**config.mk**
```make
export PLATFORM = sky130hd
export DESIGN_NAME = epm_fnv_unit
export DESIGN_NICKNAME = d
export VERILOG_FILES = /design/src/hw/rtl/epm_pkg.sv /design/src/hw/rtl/epm_fnv_unit.sv
export SDC_FILE = /design/constraint.sdc
export NUM_CORES = 1
export LEC_CHECK = 0
export ABC_AREA = 1
export BUFFER_PORTS_ARGS = -buffer_cell sky130_fd_sc_hd__buf_2
export CAP_MARGIN = 20
export CELL_PAD_IN_SITES_DETAIL_PLACEMENT = 0
export CELL_PAD_IN_SITES_GLOBAL_PLACEMENT = 1
export CORE_ASPECT_RATIO = 0.5
export CORE_MARGIN = 2
export CORE_UTILIZATION = 50
export DETAILED_ROUTE_END_ITERATION = 12
export PLACE_DENSITY_LB_ADDON = 0.15
export SLEW_MARGIN = 30
export SYNTH_ARGS = -nofsm -noshare
export SYNTH_HDL_FRONTEND = slang
export SYNTH_SLANG_ARGS = --single-unit
```
**constraint.sdc**
```tcl
create_clock -name i_clk -period 11.1 [get_ports i_clk]
set_input_delay 1.665 -clock i_clk [delete_from_list [all_inputs] [get_ports i_clk]]
set_output_delay 1.665 -clock i_clk [all_outputs]
set_load 0.02 [all_outputs]
```
**src/hw/rtl/epm_pkg.sv**
```systemverilog
// Shared types, operation codes and arithmetic constants for the entropy pool mixer.
`default_nettype none

package epm_pkg;

    // Operation codes carried on the input channel.
    localparam logic [1:0] OP_FILL    = 2'd0;
    localparam logic [1:0] OP_MIX     = 2'd1;
    localparam logic [1:0] OP_EXTRACT = 2'd2;

    // Default geometry of the pool.
    localparam int POOL_DEPTH_DEF    = 1024;
    localparam int BATCH_SAMPLES_DEF = 16;
    localparam int SLOT_STRIDE_DEF   = 64;

    // FNV-1a 64 constants. The prime is 2^40 + 0x1b3, so a multiply by it is a
    // shift plus a narrow product.
    localparam logic [63:0] FNV_BASIS     = 64'hcbf2_9ce4_8422_2325;
    localparam logic [8:0]  FNV_PRIME_LO  = 9'h1b3;
    localparam int          FNV_PRIME_SH  = 40;

    // Linear congruential generator constants used by the seed fill.
    localparam logic [30:0] LCG_MUL = 31'd1103515245;
    localparam logic [13:0] LCG_ADD = 14'd12345;

    // Busy and done flags reported by the arithmetic units to the sequencer.
    typedef struct packed {
        logic busy;
        logic done;
    } t_unit_stat;

endpackage

`default_nettype wire

```
**src/hw/rtl/epm_fnv_unit.sv**
```systemverilog
// Iterative FNV-1a 64 hash of one 64-bit sample, one byte per cycle.
`default_nettype none

module epm_fnv_unit (
    input  wire logic               i_clk,
    input  wire logic               i_rst_n,
    input  wire logic               i_start,
    input  wire logic [63:0]        i_sample,
    output epm_pkg::t_unit_stat     o_stat,
    output logic      [63:0]        o_hash
);

    import epm_pkg::*;

    logic        r_busy;
    logic        r_done;
    logic [2:0]  r_count;
    logic [63:0] r_hash;
    logic [63:0] r_sample;

    logic [63:0] w_mixed;
    logic [63:0] w_prod_lo;
    logic [63:0] n_hash;

    // One round: fold in the next byte, then multiply by the prime.
    assign w_mixed   = r_hash ^ {56'd0, r_sample[7:0]};
    assign w_prod_lo = w_mixed * FNV_PRIME_LO;
    assign n_hash    = (w_mixed << FNV_PRIME_SH) + w_prod_lo;

    // Control: eight rounds, then a single-cycle done pulse.
    always_ff @(posedge i_clk) begin
        if (!i_rst_n) begin
            r_busy  <= 1'b0;
            r_done  <= 1'b0;
            r_count <= '0;
        end else begin
            r_done <= 1'b0;
            if (i_start) begin
                r_busy  <= 1'b1;
                r_count <= '0;
            end else if (r_busy) begin
                r_count <= r_count + 3'd1;
                if (r_count == 3'd7) begin
                    r_busy <= 1'b0;
                    r_done <= 1'b1;
                end
            end
        end
    end

    // Datapath: hash and remaining sample bytes.
    always_ff @(posedge i_clk) begin
        if (i_start) begin
            r_hash   <= FNV_BASIS;
            r_sample <= i_sample;
        end else if (r_busy) begin
            r_hash   <= n_hash;
            r_sample <= r_sample >> 8;
        end
    end

    assign o_stat.busy = r_busy;
    assign o_stat.done = r_done;
    assign o_hash      = r_hash;

endmodule

`default_nettype wire

```
; Yosys cells after proc, flatten, opt, wreduce, memory -nomap -nowiden
; Index checks and enable logic that the tools add are counted.
[classes]
n_reduce_logical = 3
multipliers = 1
n_bitwise = 3
eq_ne = 1
mux = 6
n_addsub = 2
[ops]
columns = cell, count
row1 = 2-to-1 mux 64 bit, 2
row2 = adder 64 bit, 1
row3 = multiplier 64 x 9 -> 64 bit (second input constant), 1
row4 = bitwise XOR 64 x 8 -> 64 bit, 1
row5 = 2-to-1 mux 1 bit, 4
row6 = adder 3 x 1 -> 3 bit (second input constant), 1
row7 = == test 3 bit (second input constant), 1
row8 = OR reduction 3 bit, 1
row9 = NOT 1 bit, 2
row10 = nonzero test 2 bit, 1
row11 = OR reduction 2 bit, 1
[totals]
output_inout_bits = 66
elab_cells = 21
input_bits = 67
regBits = 133

; Depth between registers and ports, before layout
[depth]
ltp_word = 4
ltp_mapped = 27

; Least setup slack after synthesis
; OpenSTA, ideal clock, no wires.
[synth_timing]
kind = flip-flop to flip-flop
startpoint = register r_hash[7], in the netlist o_hash[7]
endpoint = register r_hash[18], in the netlist o_hash[18]
path_stages_with_launch = 25
slack_ns = 6.696
arrival_ns = 4.173
setup_ns = 0.230
path_cell_list = dfxtp_1 xnor2_1 inv_1 ha_1 clkbuf_1 xor2_1 ha_1 o21bai_1 fa_1 inv_1 fa_1 inv_1 ha_1 ha_1 nand2_1 inv_1 nand2_1 nand2_1 inv_1 nand2_1 inv_1 nand2_1 or2_2 nand3_1 o21ai_0
[synth_via]
elab_chain_len = 3
[synth_lines]
columns = element, line_no
row1 = "start, declared", epm_fnv_unit.sv:18  ; logic [63:0] r_hash;
row2 = "start signal, assigned", epm_fnv_unit.sv:57  ; r_hash <= n_hash;
row3 = bitwise XOR 64 x 8 -> 64 bit, epm_fnv_unit.sv:26  ; assign w_mixed = r_hash ^ {56'd0, r_sample[7:0]};
row4 = multiplier 64 x 9 -> 64 bit, epm_fnv_unit.sv:27  ; assign w_prod_lo = w_mixed * FNV_PRIME_LO;
row5 = adder 64 bit, epm_fnv_unit.sv:28  ; assign n_hash = (w_mixed << FNV_PRIME_SH) + w_prod_lo;
; No other way between the ends.
; A chain may end at the register's enable or synchronous reset.

; Worst setup path after layout
[layout_timing]
startpoint = register r_sample[0]
endpoint = register r_hash[38], in the netlist o_hash[38]
[layout_via]
elab_chain_len = 3
[layout_lines]
columns = element, line_no
row1 = "start, declared", epm_fnv_unit.sv:19  ; logic [63:0] r_sample;
row2 = "start signal, assigned", epm_fnv_unit.sv:55  ; r_sample <= i_sample;
row3 = "start signal, assigned", epm_fnv_unit.sv:58  ; r_sample <= r_sample >> 8;
row4 = bitwise XOR 64 x 8 -> 64 bit, epm_fnv_unit.sv:26
row5 = multiplier 64 x 9 -> 64 bit, epm_fnv_unit.sv:27
row6 = adder 64 bit, epm_fnv_unit.sv:28
; No other way between the ends.

==> impl_metrics.xml <==
<?xml version="1.0" encoding="UTF-8"?>
<metrics>
  <group name="worst_setup_path">
    <metric name="worst-setup-path-type" unit="">flop to flop</metric>
    <metric name="slowest_delay" unit="ns">0.57</metric>
    <metric name="setup.worst_path.end_class" unit="">flop</metric>
    <metric name="critPathMaxFanout" unit="">5</metric>
    <metric name="worst_setup_path_startpoint" unit="">r_sample[0]</metric>
    <metric name="crit_top_cell" unit="">nand2_1</metric>
    <metric name="critical_path_data_arrival_time" unit="ns">5.96</metric>
    <metric name="cell_chain_of_the_critical_path" unit="">xnor2_2, inv_1, ha_1, xnor2_1, inv_1, ha_1, or2_2, fa_1, fa_1, ha_1, ha_1, nand2_1, nor2_1, nand3_1, nand3_1, nand2_1, nand3_2, nand2_1, nand2_1, nand2_1, nand3_1, nand2_1</metric>
    <metric name="rr_startpoint" unit="">r_sample[0]</metric>
    <metric name="critical_path.startpoint_type" unit="">flop</metric>
    <metric name="critPathSlowestCell" unit="">xnor2_2</metric>
    <metric name="cp.required" unit="ns">11.43</metric>
  </group>
  <group name="route">
    <metric name="drt-pass1-iter-count" unit="">5</metric>
    <metric name="drt-wirelength-per-cell" unit="um">19.2</metric>
    <metric name="detail_route.wirelength" unit="um">62600</metric>
    <metric name="detailroute.via_count" unit="">16303</metric>
    <metric name="final_antenna_net_count" unit="">0</metric>
    <metric name="avgViaCountPerCell" unit="">5.01</metric>
    <metric name="number_of_drc_markers_in_iteration_0" unit="">1408</metric>
    <metric name="post-route-drc-count" unit="">0</metric>
  </group>
  <group name="timing">
    <metric name="maxSlewHeadroom" unit="%">40.0</metric>
    <metric name="slew_violations" unit="">0</metric>
    <metric name="tightest_slew" unit="ns">0.893</metric>
    <metric name="rsz_0062_raised_after_global_routing" unit="">false</metric>
    <metric name="final_min_period_over_clock_period" unit="%">50.7</metric>
    <metric name="finalSetupViolCount" unit="">0</metric>
    <metric name="timing.final.crit_period" unit="ns">5.63</metric>
    <metric name="finalSetupTns" unit="ns">0</metric>
    <metric name="final_hold_viol_count" unit="">0</metric>
    <metric name="timing.clock.skew" unit="ns">0.0195</metric>
    <metric name="achievable-frequency" unit="MHz">178</metric>
  </group>
  <group name="logic_synthesis">
    <metric name="synth_enable_flop_cells" unit="">64</metric>
    <metric name="syn-num-nets" unit="">3103</metric>
    <metric name="flops_latches_synth" unit="">133</metric>
    <metric name="synth_top_area_cell" unit="">fa_1</metric>
    <metric name="syn_area_per_cell" unit="um2">7.25</metric>
    <metric name="synth-warning-count" unit="">0</metric>
    <metric name="synth.most_common_cell" unit="">nand2_1</metric>
    <metric name="synth.top_cells.by_count" unit="">nand2_1 (785), inv_1 (742), fa_1 (212), ha_1 (203), nand3_1 (89)</metric>
    <metric name="netlist_instances" unit="">2621</metric>
    <metric name="synth_flop_cell" unit="">dfxtp_1</metric>
    <metric name="sequential_fraction_of_the_synthesis_area" unit="%">17.4</metric>
    <metric name="synthTopCellsByArea" unit="">fa_1 (22%), nand2_1 (16%), inv_1 (15%), ha_1 (13%), edfxtp_1 (10%)</metric>
    <metric name="synth_top_area_share" unit="%">22.3</metric>
    <metric name="synth.lib_cells_used.distinct" unit="">44</metric>
    <metric name="synthesis.area" unit="um2">19000</metric>
    <metric name="async_flop_share" unit="%">0</metric>
  </group>
  <group name="clocking">
    <metric name="post_cts_resized" unit="">0</metric>
    <metric name="tritoncts_num_sinks" unit="">133</metric>
    <metric name="postCtsHoldBufs" unit="">0</metric>
    <metric name="cts_root_buffer" unit="">clkbuf_16</metric>
    <metric name="cts_tree" unit="">built</metric>
    <metric name="clock_path_buffers" unit="">2</metric>
    <metric name="cts_h_tree_depth" unit="">4</metric>
    <metric name="cts-buffers-inserted" unit="">17</metric>
    <metric name="post_cts.repair.setup_buffers" unit="">0</metric>
    <metric name="clkLatencyLatePin" unit="ns">0.45</metric>
    <metric name="cts.clk_slew.worst_paths" unit="ns">0.07</metric>
  </group>
  <group name="floorplan">
    <metric name="die_area" unit="um2">39700</metric>
    <metric name="die_height" unit="um">142</metric>
    <metric name="std_cell_rows" unit="">50</metric>
    <metric name="fp.dieW" unit="um">280</metric>
    <metric name="fp.coreArea" unit="um2">37400</metric>
    <metric name="pin_count" unit="">133</metric>
    <metric name="initial_utilization" unit="%">50.8</metric>
  </group>
  <group name="grt">
    <metric name="antenna_violations_before_repair" unit="">1</metric>
    <metric name="grt_pass1_wl" unit="um">95700</metric>
    <metric name="gr-total-overflow" unit="">0</metric>
    <metric name="global_route_total_usage_across_every_layer" unit="%">32.7</metric>
    <metric name="largest_net_degree_at_the_start_of_global_routing" unit="">83</metric>
    <metric name="via_count_of_the_first_global_routing_pass" unit="">15937</metric>
  </group>
  <group name="placement">
    <metric name="placement.io_buffers" unit="">132</metric>
    <metric name="dp_hpwl" unit="um">53300</metric>
    <metric name="dp.cells" unit="">3224</metric>
    <metric name="placer_s_final_routability_congestion_estimate" unit="">1.03</metric>
  </group>
  <group name="hold_path">
    <metric name="timing.hold.worst.start" unit="">r_count[1]</metric>
    <metric name="hp-class" unit="">flop to flop</metric>
  </group>
  <group name="final_layout">
    <metric name="finish.cell_count_without_fillers" unit="">3256</metric>
    <metric name="layout-drive-gt1-share" unit="%">9.16</metric>
    <metric name="antenna_cells" unit="">0</metric>
    <metric name="layout.nets" unit="">3231</metric>
    <metric name="area_delta_synth_final" unit="%">9.60</metric>
  </group>
  <group name="status">
    <metric name="run_status" unit="">completed</metric>
  </group>
  <group name="run">
    <metric name="cap_viol_max_count" unit="">0</metric>
  </group>
</metrics>
sequential cells by signal, indices dropped and copies added, names as in the netlist:
signal and flops:
r_sample 64, r_done 1, r_count 3, o_hash 64, r_busy 1
through the flow:
step	hold WS (ns)	setup slack, ns	area [um2]	util [%]
after floorplan	0.443	6.70	19000	-
after global placement	0.452	5.17	20200	54.0
after detailed placement	0.463	5.53	20200	54.1
after CTS	0.477	5.52	20800	55.6
after global routing	0.495	5.16	20800	55.6
final	0.477	5.47	20800	55.6
layout by cell type (no fill, tap or decap), types with 28 or more instances in the layout:
cell and count:
a21oi_1 76, buf_2 132, dfxtp_1 69, edfxtp_1 64, fa_1 212, ha_1 203, inv_1 740, nand2_1 785
nand3_1 89, nor2_1 87, o21ai_0 28, xor2_1 45
final timing paths:
path,slack (ns),cells past startpoint,to
max reg2reg,5.47,22,o_hash[38]
max,5.47,22,o_hash[38]
min reg2reg,0.48,2,r_count[1]
min,0.48,2,r_count[1]
critical path: cells and delay by family, from the launching register on:
family / cells / cell delay [ns]
flip-flops: 1 / 0.41
buffers and inverters: 2 / 0.34
adder cells (fa/ha/maj): 6 / 2.11
AND/OR/NAND/NOR: 12 / 1.88
XOR/XNOR: 2 / 0.79
per-layer routing:
metal  track usage, %  up-vias  routed length [um]
met5                0        -                   0
li1                 -     8015                   -
met1             49.4     7656               30400
met4             4.84        0                 660
met3             7.74       38                5870
met2             48.0      594               25700
kinds of logic (layout without fill, tap and decap cells):
| logic type | Yosys count | after routing | share of synthesized area (%) |
|---|---|---|---|
| AOI/OAI and AO/OA | 158 | 158 | 4.82 |
| buffers and inverters | 786 | 927 | 15.6 |
| DFF | 133 | 133 | 17.4 |
| and+or+nand+nor | 1062 | 1062 | 23.4 |
| xor gates and xnor gates | 67 | 67 | 3.09 |
| adders and majority gates | 415 | 415 | 35.7 |
area by class of cell:
class,instances,area [um2]
timing repair buffer,140,728
multi-input combinational,1702,12800
inverter,755,2840
clock buffer,19,443
fill,3777,16600
sequential,133,3300
clock inverter,13,135
tap,494,618
Power is not shown: default switching activity piles up to over one toggle a cycle in this logic, so the estimate is an artifact.
