## src/hw/rtl/epm_pkg.sv

```systemverilog
// Shared types, operation codes and arithmetic constants for the entropy pool mixer.
`default_nettype none

package epm_pkg;

    // Operation codes carried on the input channel.
    localparam logic [1:0] OP_FILL    = 2'd0;
    localparam logic [1:0] OP_MIX     = 2'd1;
    localparam logic [1:0] OP_EXTRACT = 2'd2;

    // Default geometry of the pool.
    localparam int POOL_DEPTH_DEF    = 1024;
    localparam int BATCH_SAMPLES_DEF = 16;
    localparam int SLOT_STRIDE_DEF   = 64;

    // FNV-1a 64 constants. The prime is 2^40 + 0x1b3, so a multiply by it is a
    // shift plus a narrow product.
    localparam logic [63:0] FNV_BASIS     = 64'hcbf2_9ce4_8422_2325;
    localparam logic [8:0]  FNV_PRIME_LO  = 9'h1b3;
    localparam int          FNV_PRIME_SH  = 40;

    // Linear congruential generator constants used by the seed fill.
    localparam logic [30:0] LCG_MUL = 31'd1103515245;
    localparam logic [13:0] LCG_ADD = 14'd12345;

    // Busy and done flags reported by the arithmetic units to the sequencer.
    typedef struct packed {
        logic busy;
        logic done;
    } t_unit_stat;

endpackage

`default_nettype wire

```

## src/hw/rtl/epm_lcg_unit.sv

```systemverilog
// Seed fill generator: steps the 64-bit LCG and writes one pool byte per generator step.
`default_nettype none

module epm_lcg_unit #(
    parameter int POOL_DEPTH = 1024,
    parameter int AW         = 10
) (
    input  wire logic            i_clk,
    input  wire logic            i_rst_n,
    input  wire logic            i_start,
    input  wire logic [63:0]     i_seed,
    output epm_pkg::t_unit_stat  o_stat,
    output logic                 o_we,
    output logic      [AW-1:0]   o_waddr,
    output logic      [7:0]      o_wdata
);

    import epm_pkg::*;

    logic          r_busy;
    logic          r_done;
    logic          r_phase;
    logic [AW-1:0] r_addr;
    logic [63:0]   r_seed;
    logic [62:0]   r_prod_lo;

    logic [62:0]   w_prod_lo;
    logic [31:0]   w_prod_hi;
    logic [63:0]   n_seed;

    // The 64 by 31 bit product is split into two 32 by 31 bit halves, one
    // per phase; only the low 32 bits of the upper half survive the wrap.
    assign w_prod_lo = r_seed[31:0] * LCG_MUL;
    assign w_prod_hi = r_seed[63:32] * LCG_MUL;
    assign n_seed    = {1'b0, r_prod_lo} + {w_prod_hi, 32'd0} + {50'd0, LCG_ADD};

    // Control: phase and address sequencing across the whole pool.
    always_ff @(posedge i_clk) begin
        if (!i_rst_n) begin
            r_busy  <= 1'b0;
            r_done  <= 1'b0;
            r_phase <= 1'b0;
            r_addr  <= '0;
        end else begin
            r_done <= 1'b0;
            if (i_start) begin
                r_busy  <= 1'b1;
                r_phase <= 1'b0;
                r_addr  <= '0;
            end else if (r_busy) begin
                r_phase <= ~r_phase;
                if (r_phase) begin
                    r_addr <= r_addr + AW'(1);
                    if (r_addr == AW'(POOL_DEPTH - 1)) begin
                        r_busy <= 1'b0;
                        r_done <= 1'b1;
                    end
                end
            end
        end
    end

    // Datapath: low partial product, then the new generator state.
    always_ff @(posedge i_clk) begin
        if (i_start) begin
            r_seed <= i_seed;
        end else if (r_busy) begin
            if (r_phase) begin
                r_seed <= n_seed;
            end else begin
                r_prod_lo <= w_prod_lo;
            end
        end
    end

    assign o_stat.busy = r_busy;
    assign o_stat.done = r_done;
    assign o_we        = r_busy & r_phase;
    assign o_waddr     = r_addr;
    assign o_wdata     = n_seed[31:24];

endmodule

`default_nettype wire

```

## config.mk

```make
export PLATFORM = sky130hd
export DESIGN_NAME = epm_lcg_unit
export DESIGN_NICKNAME = d
export VERILOG_FILES = /design/src/hw/rtl/epm_pkg.sv /design/src/hw/rtl/epm_lcg_unit.sv
export SDC_FILE = /design/constraint.sdc
export NUM_CORES = 1
export LEC_CHECK = 0
export BUFFER_PORTS_ARGS = -buffer_cell sky130_fd_sc_hd__buf_2
export CORE_ASPECT_RATIO = 0.5
export CORE_UTILIZATION = 35
export DETAILED_ROUTE_END_ITERATION = 8
export HOLD_SLACK_MARGIN = 0.06
export SKIP_LAST_GASP = 1
export SLEW_MARGIN = 15
export SYNTH_ARGS = -nofsm -noshare
export SYNTH_HDL_FRONTEND = slang
export SYNTH_SLANG_ARGS = --single-unit
```

## constraint.sdc

```tcl
create_clock -name i_clk -period 8.86 [get_ports i_clk]
set_input_delay 1.772 -clock i_clk [delete_from_list [all_inputs] [get_ports i_clk]]
set_output_delay 1.772 -clock i_clk [all_outputs]
set_load 0.05 [all_outputs]
```

**Yosys cells after proc, flatten, opt, wreduce, memory -nomap -nowiden**

Index checks and enable logic that the tools add are counted.

- Add/sub/neg operators: 3
- Multiply operators: 2
- Equal/unequal tests: 1
- Muxes and demuxes: 8
- Bitwise operators: 5
- Reduce and logical (&&, ||, !) cells: 7

Operators by type and width:

| kind | number |
|---|---|
| two-way mux 64 bit | 3 |
| adder 63 x 64 -> 64 bit | 1 |
| adder 64 x 14 -> 64 bit (second input constant) | 1 |
| multiplier 32 x 31 -> 63 bit (second input constant) | 1 |
| multiplier 32 x 31 -> 32 bit (second input constant) | 1 |
| adder 10 x 1 -> 10 bit (second input constant) | 1 |
| equality test 10 bit (second input constant) | 1 |
| two-way mux 1 bit | 5 |
| inverter 1 bit | 4 |
| AND reduction 2 bit | 2 |
| nonzero test 2 bit | 2 |
| OR reduction 4 bit | 1 |
| AND reduction 3 bit | 1 |
| OR reduction 2 bit | 1 |
| bitwise AND 1 bit | 1 |

- Register bits: 140
- Input bits: 67
- Output and inout port bits: 21
- Word-level logic and storage cells: 32

**Longest topological paths before layout**

Gate-level depths: netlist (run 1).

- Word-level depth: 6
- Gate-level depth with buffers: 25
- Gate-level depth less buffers: 25

**Least setup slack after synthesis (run 1)**

OpenSTA, ideal clock, no wires.

- Kind: reg2reg
- Start: register r_seed[9]
- End: register r_prod_lo[31] (data pin)
- Library setup time: 0.263 ns
- Arrival: 6.103 ns
- Data required time: 8.597 ns
- Slack: 2.494 ns
- Stages on the path, launching flop included: 22
- Path buffers: 0
- Clock period less this slack: 6.366 ns
- Path through: edfxtp_1 -> ha_1 -> xor2_1 -> ha_1 -> or2_2 -> fa_1 -> inv_1 -> fa_1 -> inv_1 -> fa_1 -> inv_1 -> fa_1 -> fa_1 -> fa_1 -> inv_1 -> ha_1 -> a41oi_1 -> o21ai_0 -> nor4_1 -> a21oi_2 -> a311oi_1 -> xnor2_1

- Word-level cells in the longest chain between the ends: 1

Ends and longest elaborated chain:

| element | line | source |
|---|---|---|
| start, declared | epm_lcg_unit.sv:24 | `logic [63:0] r_seed;` |
| start signal, assigned | epm_lcg_unit.sv:66 | `r_seed <= i_seed;` |
| start signal, assigned | epm_lcg_unit.sv:69 | `r_seed <= n_seed;` |
| multiplier 32 x 31 -> 63 bit | epm_lcg_unit.sv:33 | `assign w_prod_lo = r_seed[31:0] * LCG_MUL;` |
| via w_prod_lo[31] | epm_lcg_unit.sv:27 | `logic [62:0] w_prod_lo;` |
| end signal, assigned | epm_lcg_unit.sv:71 | `r_prod_lo <= w_prod_lo;` |
| end, declared | epm_lcg_unit.sv:25 | `logic [62:0] r_prod_lo;` |

The timed path passes the listed nets, and every way through them passes these cells.
A chain may end at the register's enable or synchronous reset.

**Worst setup path in the final report (run 1)**

Ends and elaborated chain as after synthesis.

==> results.json, run 1 <==
{
  "syn_avg_cell_area_sq_um": 10.4,
  "htreeDepth": 3,
  "async_flop_share_pct": 0,
  "cp_slowest_stage_delay_ps": 590,
  "fp-row-count": 47,
  "critPathCaptureType": "flip-flop",
  "hold_viol": 0,
  "viasPerCell": 4.72,
  "grt_max_degree": 49,
  "numCtsBuffers": 9,
  "setup_viol": 0,
  "cp_common_cell": "fa_1",
  "drt-initial-drc-count": 528,
  "synth_top_cell_area_share_pct": 32.1,
  "ys_seq_area_share_pct": 18.4,
  "yosys_warnings": 0,
  "crit_required_ps": 8930,
  "synth_area_sq_um": 11900,
  "cp.arrival_ps": 7070,
  "detail_route.wl_per_cell_um": 18.1,
  "dp_hpwl_mm": 26.1,
  "finalCritPeriodShare_pct": 78.9,
  "relSlewSlack_pct": 43.3,
  "syn_nets": 1579,
  "antennaDiodeCount": 0,
  "drcViolationCount": 0,
  "worst_pin_slew_ps": 851,
  "synth_most_common_cell": "inv_1",
  "ios": 88,
  "hold_depth": 2,
  "portBuffers": 55,
  "drive_gt1_share_pct": 8.35,
  "grt_pass1_vias": 8483,
  "ctsRootBufferMaster": "clkbuf_16",
  "synth_top_cell_by_area": "fa_1",
  "antenna_found_initial": 0,
  "crit_start": "r_seed[9]",
  "cp.depth": 21,
  "synth_edf_count": 64,
  "critical_path_class": "reg2reg",
  "cp_max_fo": 6,
  "cts_setup_buffers": 0,
  "dr_wl_met3_mm": 1.96,
  "worstPathCellList": "ha_1, xor2_1, ha_1, or2_2, fa_1, inv_1, fa_1, inv_1, fa_1, inv_1, fa_1, fa_1, fa_1, inv_1, ha_1, a41oi_1, o21ai_0, nor4_1, a21oi_2, a311oi_1, xnor2_1",
  "area_growth_pct": 9.27,
  "startpoint_type": "flip-flop",
  "status": "complete, no violations",
  "m1WireLength_mm": 14.6,
  "clk_path_buf_depth": 2,
  "cap_viol_max_count": 0,
  "cts_hold_buf": 0,
  "ys_ff_latch": 77,
  "cts_sinks": 77,
  "cts.repair.resized": 0,
  "start_util_pct": 35.7,
  "fmax_mhz": 143,
  "topRoutingLayerUsed": "met4",
  "wirelength_mm": 29.9,
  "rsz0062_at_grt": "false",
  "die_w_um": 262,
  "final_nets": 1640,
  "grt_usage_pct": 18.3,
  "cp_num_buf_inv": 4,
  "die_h_um": 132,
  "gp_congestion": 0.941,
  "grt_pass1_wl_mm": 47.9,
  "r2r_setup_slack_ps": 1870,
  "hold_start": "o_waddr[5]",
  "timing.rr.start": "r_seed[9]",
  "slowest_stage": "edfxtp_1",
  "slew_viol_final": 0,
  "yosysUniqueCellTypes": 59,
  "core_area_sq_um": 33200,
  "grt-ovfl-total": 0,
  "fin_crit_ps": 6990,
  "fp.dieArea_sq_um": 34700,
  "num_vias": 7799,
  "first_pass_iters": 5,
  "clkLatencyLatePin_ps": 350,
  "met2_length_mm": 13.0,
  "hold_class": "reg2reg",
  "synth_area_leaders": "fa_1 (32%), ha_1 (19%), edfxtp_1 (16%)",
  "ant_nets": 0,
  "crit_family": "adder cells",
  "clkTransAtPathRegs_ps": 70,
  "synth_common_cells": "inv_1 (348), fa_1 (190), ha_1 (178), edfxtp_1 (64), xnor2_1 (63)",
  "setup_tns_ps": 0,
  "place_area_sq_um": 12700,
  "fin_skew_ps": 10.1,
  "cts_tree": "yes",
  "fin_area_sq_um": 13000,
  "reg2reg_depth": 21,
  "netlist_instances": 1144,
  "synth_ff_type": "edfxtp_1"
}
[state kept, by name, summed over array words and instances, names as in the netlist]
signal     flops
o_waddr       10
r_phase        1
r_done         1
r_busy         1
r_seed        32
r_prod_lo     32
[stage by stage]
| step | hold slack [ps] | std cells | util, % | worst slack (ps) |
|---|---|---|---|---|
| final | 505 | 1651 | 39.0 | 1870 |
| after global routing | 538 | 1651 | 39.0 | 1520 |
| after CTS | 503 | 1651 | 39.0 | 1850 |
| after detailed placement | 490 | 1635 | 38.2 | 1920 |
| after global placement | 479 | 1635 | 38.2 | 1900 |
| after floorplan | 527 | 1144 | - | 2490 |
[path summary, 6_finish.rpt]
| kind | end |
|---|---|
| setup / recovery | r_prod_lo[31] |
| hold / removal | o_waddr[5] |
| setup reg to reg | r_prod_lo[31] |
| hold reg to reg | o_waddr[5] |
[cell families (layout without fill, tap and decap cells)]
kind of cell / after synthesis / in the layout / synth area share, %
adder cells (fa/ha/maj): 368 / 368 / 50.8
buffers and inverters: 357 / 423 / 11.4
AO/OA/AOI/OAI: 104 / 104 / 5.89
AND/OR/NAND/NOR: 135 / 135 / 5.71
XOR/XNOR: 92 / 92 / 6.79
flip-flops: 77 / 77 / 18.4
multiplexers: 11 / 11 / 1.04
[area by class of cell]
class	instances	area (sq um)
fillers	3263	20300
inverters	349	1310
clock inverters	6	53.8
repair buffers	58	298
clock buffers	10	229
flip-flops and latches	77	2180
multi-input cells	710	8340
well taps	441	552
[tightest hold or removal path, cell delays in order, from the launching register on]
cell and delay [ps]:
dfxtp_1 320, o21ai_0 80, a21oi_1 60
[placed cells by master (no fill, tap or decap), drive strengths merged, types with 5 or more instances in the layout]
cell    Yosys  final
nand3      15     15
dfxtp      13     13
fa        190    190
nand2      47     47
clkbuf      6     10
nor2b      11     11
xnor2      63     63
a21oi      31     31
o21ai      34     34
mux2       11     11
inv       349    349
nand4       7      7
a21o        8      8
edfxtp     64     64
o21bai      5      5
nor2       24     24
a211oi      5      5
nand2b      6      6
and3        8      8
ha        178    178
xor2       29     29
buf         2     58
[per-layer routing]
metal,track usage (%),vias to the layer above
met5,0,-
met2,28.0,187
met3,3.10,23
met4,3.86,0
li1,-,3667
met1,27.1,3922
Power of run 1 is left out: the tool's default activity adds up to more than one toggle a clock period on the data nets, which glitch-free logic cannot reach.
==> inputs of run 2 (changes only) <==
Clock period 8.86 ns to 6.49 ns, I/O delays scaled along.
==> run 2 against run 1 <==
- worst setup slack worse by 1700 ps
- cell count increased by 5.6%
- critical endpoint unchanged
- via count is 4.6% higher
- sequential cell count is the same
- non-clock buffer count rose by 92
- hold slack improved by 7.5 ps
- register-to-register slack lost 1700 ps
- design area rose by 8.5%
==> results.json, run 2 (synthesized netlist as in run 1, its figures left out) <==
{
  "cp_max_fo": 4,
  "reg2reg_depth": 23,
  "critPathCaptureType": "flip-flop",
  "start_util_pct": 35.7,
  "cts_tree": "yes",
  "worstPathCellList": "buf_4, buf_6, ha_4, xor2_2, ha_2, or2_4, fa_1, inv_2, fa_2, inv_2, fa_1, inv_2, fa_1, fa_2, fa_1, inv_2, ha_4, a41oi_2, o21ai_2, nor4_4, a21oi_4, a311oi_2, xnor2_1",
  "clk_path_buf_depth": 2,
  "timing.rr.start": "r_seed[7]",
  "drive_gt1_share_pct": 19.2,
  "cts_sinks": 77,
  "grt_pass1_vias": 8992,
  "die_w_um": 262,
  "grt-ovfl-total": 0,
  "cap_viol_max_count": 0,
  "cp.arrival_ps": 6440,
  "setup_tns_ps": 0,
  "worst_pin_slew_ps": 807,
  "fp-row-count": 47,
  "fin_crit_ps": 6350,
  "startpoint_type": "flip-flop",
  "fmax_mhz": 158,
  "relSlewSlack_pct": 46.2,
  "finalCritPeriodShare_pct": 97.8,
  "crit_required_ps": 6590,
  "drt-initial-drc-count": 515,
  "cp_slowest_stage_delay_ps": 530,
  "htreeDepth": 3,
  "grt_max_degree": 49,
  "hold_depth": 2,
  "hold_viol": 0,
  "setup_viol": 0,
  "antenna_found_initial": 0,
  "crit_family": "adder cells",
  "grt_usage_pct": 19.3,
  "grt_pass1_wl_mm": 50.4,
  "clkLatencyLatePin_ps": 350,
  "slowest_stage": "fa_1",
  "r2r_setup_slack_ps": 140,
  "mostFrequentLayoutCells": "inv_1 (342), fa_1 (179), ha_1 (156)",
  "core_area_sq_um": 33200,
  "drcViolationCount": 0,
  "r2r_end": "r_prod_lo[31]",
  "ios": 88,
  "die_h_um": 132,
  "num_vias": 8155,
  "min_to": "r_done",
  "gp_congestion": 0.965,
  "ctsRootBufferMaster": "clkbuf_16",
  "final_nets": 1732,
  "first_pass_iters": 5,
  "fin_skew_ps": 9.56,
  "cp_num_buf_inv": 6,
  "layout_commonest_cell": "inv_1",
  "hold_start": "o_waddr[9]",
  "portBuffers": 55,
  "hold_class": "reg2reg",
  "critical_path_class": "reg2reg",
  "wirelength_mm": 31.9,
  "antennaDiodeCount": 0,
  "viasPerCell": 4.68,
  "clkTransAtPathRegs_ps": 70,
  "ant_nets": 0,
  "cp.depth": 23,
  "dp_hpwl_mm": 27.9,
  "status": "complete, no violations",
  "area_growth_pct": 18.6,
  "fp.dieArea_sq_um": 34700,
  "numCtsBuffers": 9,
  "detail_route.wl_per_cell_um": 18.3,
  "slew_viol_final": 0
}
-- run 2: tightest hold or removal path, stage by stage (launching register included) --
cell and delay [ps]:
dfxtp_1 330, nand3_1 90, nor4_1 50
-- run 2: worst max path at each step --
stage | start | endpoint | slack [ps]
floorplan | r_seed[9] | r_prod_lo[31] | 120
global placement | r_seed[8] | r_prod_lo[31] | -130
detailed placement | r_seed[8] | r_prod_lo[31] | -190
CTS | r_seed[7] | r_prod_lo[17] | 1
global route | r_seed[9] | r_prod_lo[28] | -30
finish | r_seed[7] | r_prod_lo[31] | 140
-- run 2: routing by layer --
layer | up-vias | track usage, % | part of all wire [%]
li1 | 3855 | - | -
met1 | 4053 | 28.2 | 49
met2 | 221 | 29.4 | 42
met3 | 26 | 4.33 | 7.4
met4 | 0 | 3.69 | 1.3
met5 | - | 0 | 0
-- run 2: cell type report --
class                           instances  area [sq um]
Fill cell                            3151         19200
Multi-Input combinational cell        710          8700
Sequential cell                        77          2180
Inverter                              349          1310
Timing Repair Buffer                  150          1010
Tap cell                              441           552
Clock buffer                            9           225
Clock inverter                          7          95.1
-- run 2: per-stage QoR --
step / instance area, sq um / setup WS, ps / instances / utilization (%) / hold slack [ps]
2_1_floorplan: 11900 / 124 / 1144 / - / 527
3_3_place_gp: 13200 / -129 / 1707 / 39.8 / 479
5_1_grt: 14100 / -33.1 / 1743 / 42.3 / 543
6_report: 14100 / 143 / 1743 / 42.3 / 513
4_1_cts: 13600 / 1.01 / 1726 / 41.1 / 514
3_5_place_dp: 13200 / -188 / 1707 / 39.8 / 494
-- run 2: repair_timing --
action	CTS	global route
gates cloned	0	0
pin swaps	6	35
setup buffers	3	17
gates resized for setup	13	60
setup endpoints to repair	8	15
hold buffers	0	0
Power of run 2 is left out for the same reason.
==> inputs of run 3 (changes only) <==
Clock period 6.49 ns to 7.1 ns, I/O delays scaled along.
==> run 3 against run 2 <==
- sequential cell count is the same
- highest routed layer unchanged
- register-to-register slack gained 30 ps
- global-route usage shrank 0.76 points
- non-clock buffer count shrank 79
- clock-buffer cell count grew 1
==> results.json, run 3 (synthesized netlist as in run 1, its figures left out) <==
{
  "status": "complete, no violations",
  "setup_tns_ps": 0,
  "antennaDiodeCount": 0,
  "fp.dieArea_sq_um": 34700,
  "grt_pass1_vias": 8592,
  "hold_viol": 0,
  "cap_viol_max_count": 0,
  "htreeDepth": 3,
  "startpoint_type": "flip-flop",
  "cts_sinks": 77,
  "drive_gt1_share_pct": 9.73,
  "crit_required_ps": 7180,
  "start_util_pct": 35.7,
  "worst_pin_slew_ps": 823,
  "grt_usage_pct": 18.5,
  "ios": 88,
  "wirelength_mm": 30.3,
  "grt_pass1_wl_mm": 48.6,
  "fp-row-count": 47,
  "clkLatencyLatePin_ps": 350,
  "clk_path_buf_depth": 2,
  "detail_route.wl_per_cell_um": 18.2,
  "cp.arrival_ps": 7010,
  "fin_area_sq_um": 13100,
  "critPathCaptureType": "flip-flop",
  "critical_path_class": "reg2reg",
  "place_area_sq_um": 12700,
  "fin_skew_ps": 12.1,
  "area_growth_pct": 10.4,
  "mostFrequentLayoutCells": "inv_1 (348), fa_1 (190), ha_1 (176)",
  "slew_viol_final": 0,
  "antenna_found_initial": 0,
  "viasPerCell": 4.73,
  "cts_tree": "yes",
  "clkTransAtPathRegs_ps": 60,
  "rsz0062_at_grt": "false",
  "ant_nets": 0,
  "fill_cells": 3230,
  "relSlewSlack_pct": 45.2,
  "drt-initial-drc-count": 434,
  "die_h_um": 132,
  "ctsRootBufferMaster": "clkbuf_16",
  "fmax_mhz": 144,
  "hold_class": "reg2reg",
  "dp_hpwl_mm": 26.6,
  "drcViolationCount": 0,
  "setup_viol": 0,
  "gp_congestion": 0.959,
  "cts_hold_buf": 0,
  "finalCritPeriodShare_pct": 97.6,
  "num_vias": 7863,
  "layout_commonest_cell": "inv_1",
  "die_w_um": 262,
  "final_nets": 1653,
  "numCtsBuffers": 9,
  "fin_crit_ps": 6930,
  "portBuffers": 55,
  "core_area_sq_um": 33200,
  "first_pass_iters": 5,
  "cp_max_fo": 6,
  "grt_max_degree": 49,
  "grt-ovfl-total": 0
}
==> run 3: per-stage QoR <==
stage / instances / setup WS, ps / hold WS, ps / util [%]
after detailed placement: 1643 / 278 / 507 / 38.4
after floorplan: 1144 / 734 / 527 / -
after CTS: 1659 / 199 / 515 / 39.2
after global placement: 1643 / 303 / 478 / 38.4
after global routing: 1664 / 9.60 / 535 / 39.4
final: 1664 / 171 / 509 / 39.4
==> run 3: what timing repair did <==
action / 4_1_cts / 5_1_grt
endpoints found under the hold margin: 0 / 0
setup endpoints to repair: 0 / 4
buffers inserted: 0 / 5
resized for setup: 0 / 5
==> run 3: routing by layer <==
| layer | vias up | global-route usage, % | wire length [um] |
|---|---|---|---|
| li1 | 3687 | - | - |
| met1 | 3933 | 26.4 | 14400 |
| met2 | 214 | 27.9 | 12800 |
| met3 | 29 | 5.14 | 2560 |
| met4 | 0 | 4.41 | 532 |
| met5 | - | 0 | 0 |
==> run 3: critical path: stages (launching register included) <==
cell and delay [ps]:
edfxtp_1 510, buf_4 210, ha_1 450, ha_1 380, fa_1 520, fa_1 500, ha_1 300, ha_1 350
fa_1 550, inv_1 60, fa_1 680, inv_1 80, ha_1 400, a21o_1 190, a21o_1 180, a221oi_2 480
a21oi_2 150, o21ai_1 200, nand2_1 120, a21boi_1 210, xnor2_1 130
==> run 3: layout make-up <==
| type | instances | area (sq um) | share of cell area, % |
|---|---|---|---|
| Multi-Input combinational cell | 710 | 8370 | 63.9 |
| Sequential cell | 77 | 2180 | 16.7 |
| Inverter | 349 | 1310 | 10.0 |
| Tap cell | 441 | 552 | 4.21 |
| Timing Repair Buffer | 71 | 395 | 3.02 |
| Clock buffer | 10 | 229 | 1.75 |
| Clock inverter | 6 | 62.6 | 0.478 |
==> run 3: worst paths after layout <==
check | from | endpoint | slack [ps] | cells past startpoint
worst max register to register | r_seed[7] | r_prod_lo[30] | 170 | 20
worst min-delay path | o_waddr[5] | o_waddr[5] | 510 | 2
worst min register to register | o_waddr[5] | o_waddr[5] | 510 | 2
worst max-delay path | r_seed[7] | r_prod_lo[30] | 170 | 20
Power of run 3 is left out for the same reason.
